<file path="src/hw/rtl/pcx_rle_pkg.sv">
// shared constants and widths for the pcx run-length row decoder
package pcx_rle_pkg;

    localparam int BYTE_W  = 8;
    localparam int COUNT_W = 6;
    localparam int LINE_W  = 15;
    localparam int ROW_W   = 16;

    localparam logic [BYTE_W-1:0]  CODE_MASK  = 8'hC0;
    localparam logic [BYTE_W-1:0]  COUNT_MASK = 8'h3F;
    localparam logic [LINE_W-1:0]  LINE_RESET = 15'd320;

    // state codes of the run sequencer
    localparam logic ST_IDLE = 1'b0;
    localparam logic ST_RUN  = 1'b1;

    typedef logic [BYTE_W-1:0]        byte_t;
    typedef logic [COUNT_W-1:0]       count_t;
    typedef logic [LINE_W-1:0]        line_t;
    typedef logic signed [ROW_W-1:0]  row_t;

endpackage

</file>
<file path="src/hw/rtl/pcx_rle_row_decoder.sv">
// pcx run-length scanline decoder with a registered output stage
//
// Takes one encoded pcx byte per input transaction and expands it into decoded
// scanline bytes. A literal byte gives one output. A code byte (top two bits
// set) gives no output; the following value byte gives max(count,1) outputs,
// up to 63, one per cycle while m_tready keeps the output register free, and
// input is held off until the last of them has been loaded into the output
// register. All outputs of a run pass through the single row counter
// decrementer and the one output register. The row counter reloads from
// bytes_per_line at the first byte of each row; a run that passes the row end
// is emitted whole, and every output at or past the end carries row_end. No
// clearing pass follows reset.
module pcx_rle_row_decoder
    import pcx_rle_pkg::*;
(
    input  logic        clk,
    input  logic        rst_n,
    // configuration write channel
    input  logic        cfg_valid,
    output logic        cfg_ready,
    input  logic [14:0] cfg_data,    // bytes_per_line
    // encoded byte stream
    input  logic        s_tvalid,
    output logic        s_tready,
    input  logic [7:0]  s_tdata,     // in_byte
    // decoded byte stream
    output logic        m_tvalid,
    input  logic        m_tready,
    output logic [7:0]  m_tdata,     // pixel
    output logic        m_tlast,     // last_of_run
    output logic        m_tuser      // row_end
);

    logic   state_reg, state_next;
    logic   awaiting_reg, awaiting_next;
    count_t run_count_reg, run_count_next;
    count_t remain_reg, remain_next;
    row_t   row_left_reg, row_left_next;
    line_t  bpl_reg;
    byte_t  pix_reg, pix_next;
    logic   out_valid_reg, out_valid_next;
    logic   out_last_reg, out_last_next;
    logic   out_rowend_reg, out_rowend_next;

    logic   slot_free;
    logic   accept;
    logic   is_code;
    logic   reload;
    row_t   dec_base;
    row_t   dec_out;
    logic   dec_end;

    // handshake
    assign slot_free = !out_valid_reg || m_tready;
    assign s_tready  = (state_reg == ST_IDLE) && slot_free;
    assign accept    = s_tvalid && s_tready;
    assign cfg_ready = 1'b1;

    assign is_code = ((s_tdata & CODE_MASK) == CODE_MASK);
    assign reload  = (state_reg == ST_IDLE) && !awaiting_reg && (row_left_reg <= 0);

    // shared row counter decrementer
    assign dec_base = reload ? row_t'({1'b0, bpl_reg}) : row_left_reg;
    assign dec_out  = dec_base - row_t'(1);
    assign dec_end  = dec_out[ROW_W-1] || (dec_out == '0);

    // sequencer
    always_comb
    begin
        state_next      = state_reg;
        awaiting_next   = awaiting_reg;
        run_count_next  = run_count_reg;
        remain_next     = remain_reg;
        row_left_next   = row_left_reg;
        pix_next        = pix_reg;
        out_valid_next  = out_valid_reg && !m_tready;
        out_last_next   = out_last_reg;
        out_rowend_next = out_rowend_reg;

        case (state_reg)
            ST_IDLE:
            begin
                if (accept)
                begin
                    if (!awaiting_reg && is_code)
                    begin
                        // code byte: keep count, reload row if due, no output
                        run_count_next = count_t'(s_tdata & COUNT_MASK);
                        awaiting_next  = 1'b1;
                        row_left_next  = dec_base;
                    end
                    else
                    begin
                        // literal or first byte of a run
                        row_left_next   = dec_out;
                        pix_next        = s_tdata;
                        out_valid_next  = 1'b1;
                        out_rowend_next = dec_end;
                        awaiting_next   = 1'b0;
                        if (awaiting_reg && (run_count_reg > count_t'(1)))
                        begin
                            out_last_next = 1'b0;
                            remain_next   = run_count_reg - count_t'(1);
                            state_next    = ST_RUN;
                        end
                        else
                        begin
                            out_last_next = 1'b1;
                        end
                    end
                end
            end
            ST_RUN:
            begin
                // repeat the held value once per free output slot
                if (slot_free)
                begin
                    row_left_next   = dec_out;
                    out_valid_next  = 1'b1;
                    out_rowend_next = dec_end;
                    out_last_next   = (remain_reg == count_t'(1));
                    remain_next     = remain_reg - count_t'(1);
                    if (remain_reg == count_t'(1))
                    begin
                        state_next = ST_IDLE;
                    end
                end
            end
            default:
            begin
                state_next = ST_IDLE;
            end
        endcase
    end

    // control registers
    always_ff @(posedge clk or negedge rst_n)
    begin
        if (!rst_n)
        begin
            state_reg     <= ST_IDLE;
            awaiting_reg  <= 1'b0;
            run_count_reg <= '0;
            remain_reg    <= '0;
            row_left_reg  <= '0;
            bpl_reg       <= LINE_RESET;
            out_valid_reg <= 1'b0;
        end
        else
        begin
            state_reg     <= state_next;
            awaiting_reg  <= awaiting_next;
            run_count_reg <= run_count_next;
            remain_reg    <= remain_next;
            row_left_reg  <= row_left_next;
            out_valid_reg <= out_valid_next;
            if (cfg_valid && cfg_ready)
            begin
                bpl_reg <= cfg_data;
            end
        end
    end

    // output payload
    always_ff @(posedge clk)
    begin
        pix_reg        <= pix_next;
        out_last_reg   <= out_last_next;
        out_rowend_reg <= out_rowend_next;
    end

    assign m_tvalid = out_valid_reg;
    assign m_tdata  = pix_reg;
    assign m_tlast  = out_last_reg;
    assign m_tuser  = out_rowend_reg;

`ifndef SYNTHESIS
    // no input transaction while a run is being expanded
    assert property (@(posedge clk) disable iff (!rst_n)
        (state_reg == ST_RUN) |-> !s_tready)
        else $error("input accepted during run");

    // a run in progress always has outputs left
    assert property (@(posedge clk) disable iff (!rst_n)
        (state_reg == ST_RUN) |-> (remain_reg != '0))
        else $error("run with zero remaining");

    // a code byte arms value mode and loads no output
    assert property (@(posedge clk) disable iff (!rst_n)
        (accept && !awaiting_reg && is_code) |=> (awaiting_reg && (out_valid_reg ==
        ($past(out_valid_reg) && !$past(m_tready)))))
        else $error("code byte mishandled");

    // overshoot stays within one run
    assert property (@(posedge clk) disable iff (!rst_n)
        row_left_reg >= -row_t'(63))
        else $error("row counter overshoot too large");
`endif

endmodule

</file>
<file path="config.mk">
export PLATFORM = sky130hd
export DESIGN_NAME = pcx_rle_row_decoder
export DESIGN_NICKNAME = d
export VERILOG_FILES = /design/src/hw/rtl/pcx_rle_pkg.sv /design/src/hw/rtl/pcx_rle_row_decoder.sv
export SDC_FILE = /design/constraint.sdc
export NUM_CORES = 1
export LEC_CHECK = 0
export BUFFER_PORTS_ARGS = -buffer_cell sky130_fd_sc_hd__clkbuf_2
export CORE_MARGIN = 2
export CORE_UTILIZATION = 58
export DETAILED_ROUTE_END_ITERATION = 10
export PLACE_DENSITY = 0.8
export SLEW_MARGIN = 20
export SYNTH_ARGS = -nofsm -noshare
export SYNTH_HDL_FRONTEND = slang
export SYNTH_SLANG_ARGS = --single-unit
</file>
<file path="constraint.sdc">
create_clock -name clk -period 2.7 [get_ports clk]
set_input_delay 0.135 -clock clk [delete_from_list [all_inputs] [get_ports clk]]
set_output_delay 0.135 -clock clk [all_outputs]
set_load 0.02 [all_outputs]
</file>
==> metrics.txt, run 1 <==
Post-Route WL about 8000 um; CTS tree built; Filler cells 453; worst clock skew just over 0.009 ns; Tot GR Track Use 26.65%; routed length per instance approximately 17 um; post-layout util roughly 67%; area of the multi-input gates around 1800 um^2; Clk Latency, worst-skew pair between 0.3 and 0.4 ns; syn nets about 380; gpl congestion ~0.90; clock network fraction of total power approximately 14%; root cell of the clock tree clkbuf_8; CP Capture Type register; fin area 3725 um^2; post-route ant nets 0; Die X between 80 and 90 um; Fin. Hold Viols 0; routed length on met3 approximately 570 um; DP HPWL around 5900 um; CP max-delay cell dfrtp_1; CTS buffer count 5; Die Y around 81 um; DRT Pass-1 Iters 6; wire length on met1 ~3500 um; die area 6488 um^2; Worst Path Required approximately 2.9 ns; max FFs per register 16; Arrival @ worst endpoint between 2 and 3 ns; total gr overflow 0; Slew Viols, Final 0; crit path kind register to register; Avg Vias per Cell about 6.5; IO buf count 39; fraction of layout cells with a size suffix above 1 between 20% and 30%; Vias 2996; core area approximately 5600 um^2; asr flop ratio synth between 80 and 90%; first-pass GRT wire length 13300 um; synth unique cells 75; Final min period between 2 and 2.5 ns; Final TNS setup 0 ns; instance area at placement roughly 3600 um^2; Post-synth top flop dfrtp_1; Internal Power 1.901 mW; Psw ~1.4 mW; Initial Util between 60% and 70%; number of global-route vias before repair around 2800; most common cell after layout, fill and taps aside dfrtp_1; Critical Path Source Type register; clock-pin slew on the worst setup and hold paths about 0.10 ns; # rows 27; RSZ-0062 raised after global routing no; switching power share of the total roughly 43%; Relative slew margins about 40%; Pleak 1.535 nW; CP cell instances nor4_4, and3_4, a31o_4, o21ai_1, xor2_1, or3_1, a31oi_1; FF-to-FF setup slack 0.30 ns; number of antenna diodes 0; Layout Cells excl Fill 463; CTS sink cnt between 50 and 60; post-synthesis sequential area ratio 42.78%; residual DRC count 0; cell count after placement 453; Yosys warnings 0; Maximum Capacitance Violations 0; part of the power in combinational logic ~43%; post-layout net count around 420; max frequency 416.3 MHz; largest net degree at the start of global routing 36; Clock Path Buffers 2; period utilisation layout 88.96%; sequential group share of total power around 44%; Worst Tran Pin Value 0.8948 ns; post-synthesis instance area around 3400 um^2; Avg Cell Area, Syn between 9 and 10 um^2; worst stage delay on the critical path between 0.5 and 0.6 ns; status finished clean; register area about 1500 um^2; Max VDD drop ~0.47 mV; DR WL met2 roughly 3800 um; Top Layer Used met4; I/O pin count a little over 40; Area Growth Syn to Fin 9.610%; Mapped Cells 350; Finish-stage setup viols 0; post-cts sizing count 0; pwr/cell area 892.4 nW/um^2; Initial DRC Count between 200 and 300; Post-synth EDFFs 10; Tightest Hold Check Type primary input to register; most frequent cells in the layout dfrtp_1 (44), clkbuf_2 (39), nor2_1 (33); initial antenna violation count 0; crit-path max FO 22; Yosys reg bits 56; CTS H-Tree Depth 2
critical path, delay by kind of cell (launching register included):
| family | cells | cell delay, ns |
|---|---|---|
| xor gates and xnor gates | 1 | 0.18 |
| and+or+nand+nor | 3 | 0.95 |
| DFF | 1 | 0.51 |
| AOI/OAI and AO/OA | 3 | 0.62 |
cell usage after synthesis (all sizes together), types with 7 or more instances:
| cell type | number | area [um^2] |
|---|---|---|
| o21ai | 32 | 160.2 |
| inv | 8 | 30.03 |
| mux2 | 17 | 191.4 |
| buf | 10 | 92.58 |
| clkbuf | 7 | 37.53 |
| a21oi | 22 | 113.9 |
| nand2 | 31 | 116.4 |
| nor2 | 36 | 147.6 |
| nand3 | 16 | 85.08 |
| dfrtp | 44 | 1101 |
| nor3 | 19 | 95.09 |
| edfxtp | 10 | 300.3 |
layer usage:
metal | track usage (%) | up-vias
met1 | 35.92 | 1440
met3 | 4.719 | 20
met5 | 0 | -
met2 | 44.50 | 153
met4 | 6.949 | 0
li1 | - | 1383
power by group through the flow:
stage / Sequential [mW] / Combinational, mW / Clock (mW)
4_1_cts: 1.44 / 1.41 / 0.456
3_5_place_dp: 1.45 / 1.40 / 0
3_3_place_gp: 1.43 / 1.36 / 0
2_1_floorplan: 1.37 / 1.13 / 0
5_1_grt: 1.49 / 1.57 / 0.490
6_report: 1.45 / 1.42 / 0.455
layout make-up:
class | instances | area share (%)
Tap cell | 72 | 2.419
Clock buffer | 6 | 1.948
Multi-Input combinational cell | 269 | 47.90
Timing Repair Buffer | 50 | 7.592
Clock inverter | 2 | 0.3023
Inverter | 8 | 0.8062
Sequential cell | 56 | 39.03
kinds of logic (layout without fill, tap and decap cells):
family / after synthesis / count (layout) / share of synthesized area [%]
AND/OR/NAND/NOR: 132 / 132 / 20.84
AO/OA/AOI/OAI: 102 / 102 / 20.91
flip-flops: 56 / 56 / 42.78
buffers and inverters: 25 / 66 / 4.712
multiplexers: 22 / 22 / 7.106
XOR/XNOR: 8 / 8 / 2.062
adder cells (fa/ha/maj): 4 / 4 / 1.473
other: 1 / 1 / 0.1104
per-stage QoR:
| step | power [mW] | setup WS [ns] | hold slack, ns |
|---|---|---|---|
| after floorplan | 2.498 | 0.6693 | -0.1606 |
| after global placement | 2.782 | 0.4483 | 0.3041 |
| after detailed placement | 2.855 | 0.3562 | 0.3001 |
| after CTS | 3.302 | 0.3340 | 0.0008270 |
| after global routing | 3.552 | 0.1311 | 0.001211 |
| final | 3.324 | 0.2981 | 0.006857 |
path summary, 6_finish.rpt:
path	startpoint	end	cells after the start
max in group asynchronous	rst_n	bpl_reg[6]$_DFFE_PN1P_	3
max reg2reg	row_left_reg[0]$_DFFE_PN0P_	m_tuser$_DFFE_PP_	7
max	row_left_reg[0]$_DFFE_PN0P_	m_tuser$_DFFE_PP_	7
min in group asynchronous	rst_n	remain_reg[0]$_DFFE_PN0P_	2
min	s_tdata[5]	m_tdata[5]$_DFFE_PP_	1
min reg2reg	bpl_reg[12]$_DFFE_PN0P_	bpl_reg[12]$_DFFE_PN0P_	1
what timing repair did:
action | 4_1_cts | 5_1_grt
setup endpoints to repair | 0 | 0
endpoints found under the hold margin | 33 | 1
hold buffers | 1 | 1
buffers inserted | 0 | 0
Note: power is estimated with default switching activity, not from simulation.
==> run 2, diff against run 1 <==
Settings changed: CORE_UTILIZATION 58 to 50, MAX_ROUTING_LAYER set to met4, PLACE_DENSITY 0.8 to 0.7, SKIP_LAST_GASP set to 1.
==> run 2 against run 1 <==
Register-to-register slack got worse by 0.02 ns. Total power fell by 0.20%. Clock power grew 9.5%. Non-clock buffer count increased by 4. Sequential power hardly changed. Final cell count up 2.6%. Count of clock-buffer cells in the layout down 1. Via count shrank 5.2%. Combinational power hardly changed. First-iteration DRC count is 25% lower. Critical path type unchanged. Critical endpoint unchanged. Largest cell class unchanged. Largest power group unchanged. Highest routed layer unchanged.
==> metrics.txt, run 2 (synthesis gave the netlist of run 1 again) <==
Worst Path Required between 2 and 3 ns; worst clock skew between 0.015 and 0.02 ns; root cell of the clock tree clkbuf_8; post-route ant nets 0; Die Y between 80 and 90 um; area of the multi-input gates approximately 1800 um^2; hold slack about 0.015 ns; Worst Tran Pin Value approximately 0.67 ns; Tot GR Track Use a little over a fifth; setup bufs post-CTS 0; Die X between 80 and 90 um; Filler cells 625; CP Capture Type register; crit path kind register to register; Tightest Hold Check Type primary input to register; total gr overflow 0; Avg Vias per Cell between 5 and 6; initial antenna violation count 0; Initial DRC Count roughly 190; residual DRC count 0; status finished clean; Initial Util about half; Critical Path Source Type register; Maximum Capacitance Violations 0; Clk Latency, worst-skew pair 0.33 ns; first-pass GRT wire length roughly 13000 um; die area ~7500 um^2; CTS buffer count 5; Clock Path Buffers 2; Post-Route WL about 7600 um; core area approximately 6700 um^2; Slew Viols, Final 0; # rows 30; Pleak about 1.6 nW; Area Growth Syn to Fin 11.49%; Vias around 2800; Relative slew margins 55.30%; number of global-route vias before repair 2611; CTS H-Tree Depth 2; register area 1454 um^2; cell count after placement 460; post-place setup slack ~0.34 ns; Fin. Hold Viols 0; fraction of layout cells with a size suffix above 1 24.81%; DP HPWL 5434 um; Max VDD drop between 0.3 and 0.4 mV; routed length per instance 15.99 um; CTS tree built; Power, Total 3.317 mW; I/O pin count just over 40; most frequent cells in the layout dfrtp_1 (44), clkbuf_2 (39), nor2_1 (33); DRT Pass-1 Iters 4; Arrival @ worst endpoint around 2.6 ns; Finish-stage setup viols 0; RSZ-0062 raised after global routing no; crit-path max FO 22; post-layout net count about 430; Final min period roughly 2.4 ns; number of antenna diodes 0; CTS sink cnt between 50 and 60; gpl congestion between 0.8 and 0.9; max FFs per register 16; most common cell after layout, fill and taps aside dfrtp_1; max frequency approximately 410 MHz; Layout Cells excl Fill 475; largest net degree at the start of global routing 47; period utilisation layout between 80% and 90%; IO buf count 39; Final TNS setup 0 ns; final worst slack between 0.2 and 0.3 ns; clock-pin slew on the worst setup and hold paths 0.12 ns; pwr/cell area around 880 nW/um^2
## run 2: cell types whose count changed in the layout (fill, tap and decap cells not counted)
cell / previous run / this run
clkbuf_1: 1 / 0
clkinv_1: 1 / 0
dlygate4sd3_1: 2 / 7
clkinv_4: 0 / 2
buf_4: 9 / 8
inv_6: 0 / 1
clkinvlp_4: 1 / 0
## run 2: final timing paths
check	endpoint	startpoint	depth (start not counted)	slack [ns]
max	m_tuser$_DFFE_PP_	row_left_reg[0]$_DFFE_PN0P_	7	0.28
max reg2reg	m_tuser$_DFFE_PP_	row_left_reg[0]$_DFFE_PN0P_	7	0.28
min reg2reg	bpl_reg[12]$_DFFE_PN0P_	bpl_reg[12]$_DFFE_PN0P_	1	0.55
min	bpl_reg[0]$_DFFE_PN0P_	cfg_data[0]	3	0.02
max in group asynchronous	remain_reg[4]$_DFFE_PN0P_	rst_n	3	1.85
min in group asynchronous	run_count_reg[2]$_DFFE_PN0P_	rst_n	3	0.43
## run 2: what timing repair did
action | in CTS | in global routing
endpoints found under the hold margin | 50 | 0
gates resized for setup | 0 | 0
hold buffers | 7 | 0
## run 2: stage by stage
stage	area, um^2	utilization (%)
6_report	3789	56.70
5_1_grt	3789	56.70
4_1_cts	3789	56.70
3_5_place_dp	3623	54.23
3_3_place_gp	3623	54.23
2_1_floorplan	3398	-
## run 2: cell type report
| cell class | count | share of cell area [%] |
|---|---|---|
| multi-input combinational | 269 | 47.09 |
| inverter | 8 | 0.7926 |
| tap | 80 | 2.642 |
| timing repair buffer | 54 | 8.587 |
| clock inverter | 3 | 0.6935 |
| sequential | 56 | 38.38 |
| clock buffer | 5 | 1.816 |
## run 2: worst max-delay path: stages, from the launching register on
cell     delay (ns)
dfrtp_1        0.50
nor4_4         0.36
and3_4         0.27
a31o_4         0.34
o21ai_1        0.14
xor2_1         0.17
or3_1          0.32
a31oi_1        0.15
## run 2: per-layer routing
| metal | part of all wire, % | GRT usage (%) |
|---|---|---|
| met1 | 45 | 28.62 |
| met2 | 49 | 35.87 |
| met3 | 4.3 | 3.143 |
| met4 | 1.3 | 5.824 |
| met5 | 0 | - |
## run 2: power by group
group / internal [mW] / switching, mW / total, mW / leakage [nW]
clock: 0.190 / 0.307 / 0.498 / 0.0487
sequential: 1.12 / 0.298 / 1.42 / 0.644
combinational: 0.601 / 0.798 / 1.40 / 0.868
==> run 3, diff against run 2 <==
Settings changed: REMOVE_ABC_BUFFERS set to 1.
==> run 3 against run 2 <==
Critical path type unchanged. Highest routed layer unchanged. Largest cell class unchanged. Critical path depth unchanged. Count of clock-buffer cells in the layout unchanged. Sequential power about the same. Critical endpoint unchanged. Total power about the same. Register-to-register slack improved by 0.07 ns.
==> metrics.txt, run 3 (synthesis gave the netlist of run 1 again) <==
status finished clean; # rows 30; Filler cells slightly above 600; Initial Util about half; post-layout net count 423; clock network fraction of total power 14.4%; part of the power in combinational logic 42.6%; IO buf count 39; die area between 7000 and 8000 um^2; clock-pin slew on the worst setup and hold paths about 0.1 ns; crit-path max FO 22; largest net degree at the start of global routing 30; Internal Power about 1.9 mW; post-layout util 56.27%; initial antenna violation count 0; instance area at placement 3608 um^2; post-route ant nets 0; RSZ-0062 raised after global routing no; fraction of layout cells with a size suffix above 1 between 20% and 30%; Post-Route WL approximately 8100 um; routed length per instance about 17 um; Critical Path Source Type register; Pleak 1.546 nW; pwr/cell area just under 900 nW/um^2; gpl congestion 0.9678; Worst Path Required between 2 and 3 ns; area of the multi-input gates 1784 um^2; Fin. Hold Viols 0; Initial DRC Count about 280; worst clock skew 0.009892 ns; Slew Viols, Final 0; Tightest Hold Check Type primary input to register; max FFs per register 16; Clk Latency, worst-skew pair 0.32 ns; Die X 86.44 um; most frequent cells in the layout dfrtp_1 (44), clkbuf_2 (39), nor2_1 (33); Final TNS setup 0 ns; residual DRC count 0; first-pass GRT wire length 13610 um; Maximum Capacitance Violations 0; Final min period roughly 2.4 ns; most common cell after layout, fill and taps aside dfrtp_1; Avg Vias per Cell about 6; DRT Pass-1 Iters 4; Arrival @ worst endpoint around 2.5 ns; I/O pin count between 40 and 50; switching power share of the total between 40% and 50%; crit path kind register to register; worst r2r src row_left_reg[0]$_DFFE_PN0P_; number of antenna diodes 0; period utilisation layout between 80 and 90%; CTS H-Tree Depth 2; post-cts sizing count 0; Vias 2844; sequential group share of total power between 40% and 50%; number of global-route vias before repair 2719; Tot GR Track Use 23.84%; CP Capture Type register; Max VDD drop 0.5631 mV; Relative slew margins 45.03%; register area about 1500 um^2; Finish-stage setup viols 0; Critical Path Source row_left_reg[0]$_DFFE_PN0P_; Area Growth Syn to Fin 10.64%; max frequency approximately 420 MHz; total gr overflow 0; root cell of the clock tree clkbuf_8; CTS tree built; Die Y about 86 um; CTS sink cnt 56; setup bufs post-CTS 0; fin area around 3800 um^2; DP HPWL 5860 um; CTS buffer count 5; Clock Path Buffers 2; Worst Tran Pin Value 0.8215 ns; core area between 6000 and 7000 um^2; hold path start s_tdata[4]; Psw 1.413 mW
run 3: metrics by stage:
stage,hold WS [ns],worst slack [ns],cells,total power [mW]
after global placement,0.2379,0.4271,458,2.780
after CTS,0.002651,0.3536,470,3.319
after global routing,0.0003759,0.1501,472,3.574
final,0.01588,0.3469,472,3.315
after floorplan,-0.1606,0.2596,333,2.416
after detailed placement,0.2490,0.3795,458,2.829
run 3: critical path, stage by stage (launching register included):
cell,delay (ns)
dfrtp_1,0.49
nor4_4,0.35
and3_4,0.26
a31o_4,0.34
o21ai_1,0.13
xor2_1,0.17
or3_1,0.31
a31oi_1,0.14
run 3: metal layers:
metal	up-vias	wire length, um	GRT usage, %
li1	1380	-	-
met1	1356	3847	33.54
met2	91	3647	34.83
met3	17	395	4.000
met4	0	192	8.665
met5	-	0	-
run 3: power by group through the flow:
stage | combinational (mW) | clock (mW) | sequential (mW)
after floorplan | 0.986 | 0 | 1.43
after global placement | 1.36 | 0 | 1.42
after detailed placement | 1.39 | 0 | 1.44
after CTS | 1.41 | 0.493 | 1.42
after global routing | 1.58 | 0.526 | 1.47
final | 1.41 | 0.478 | 1.42
run 3: repair_timing:
action | CTS | global route
endpoints found under the hold margin | 30 | 2
hold buffers | 4 | 2
endpoints found under the setup margin | 0 | 0
run 3: final timing paths:
check,end,slack [ns],cells after the start
hold reg to reg,bpl_reg[14]$_DFFE_PN0P_,0.55,1
hold / removal,m_tdata[4]$_DFFE_PP_,0.02,1
max in group asynchronous,bpl_reg[6]$_DFFE_PN1P_,1.48,3
setup reg to reg,m_tuser$_DFFE_PP_,0.35,7
min in group asynchronous,remain_reg[1]$_DFFE_PN0P_,0.40,2
setup / recovery,m_tuser$_DFFE_PP_,0.35,7
run 3: layout make-up:
cell class,instances,share of cell area [%]
repair buffers,51,7.987
multi-input cells,269,47.45
clock buffers,5,1.830
well taps,80,2.662
clock inverters,3,0.5990
inverters,8,0.7987
flip-flops and latches,56,38.67
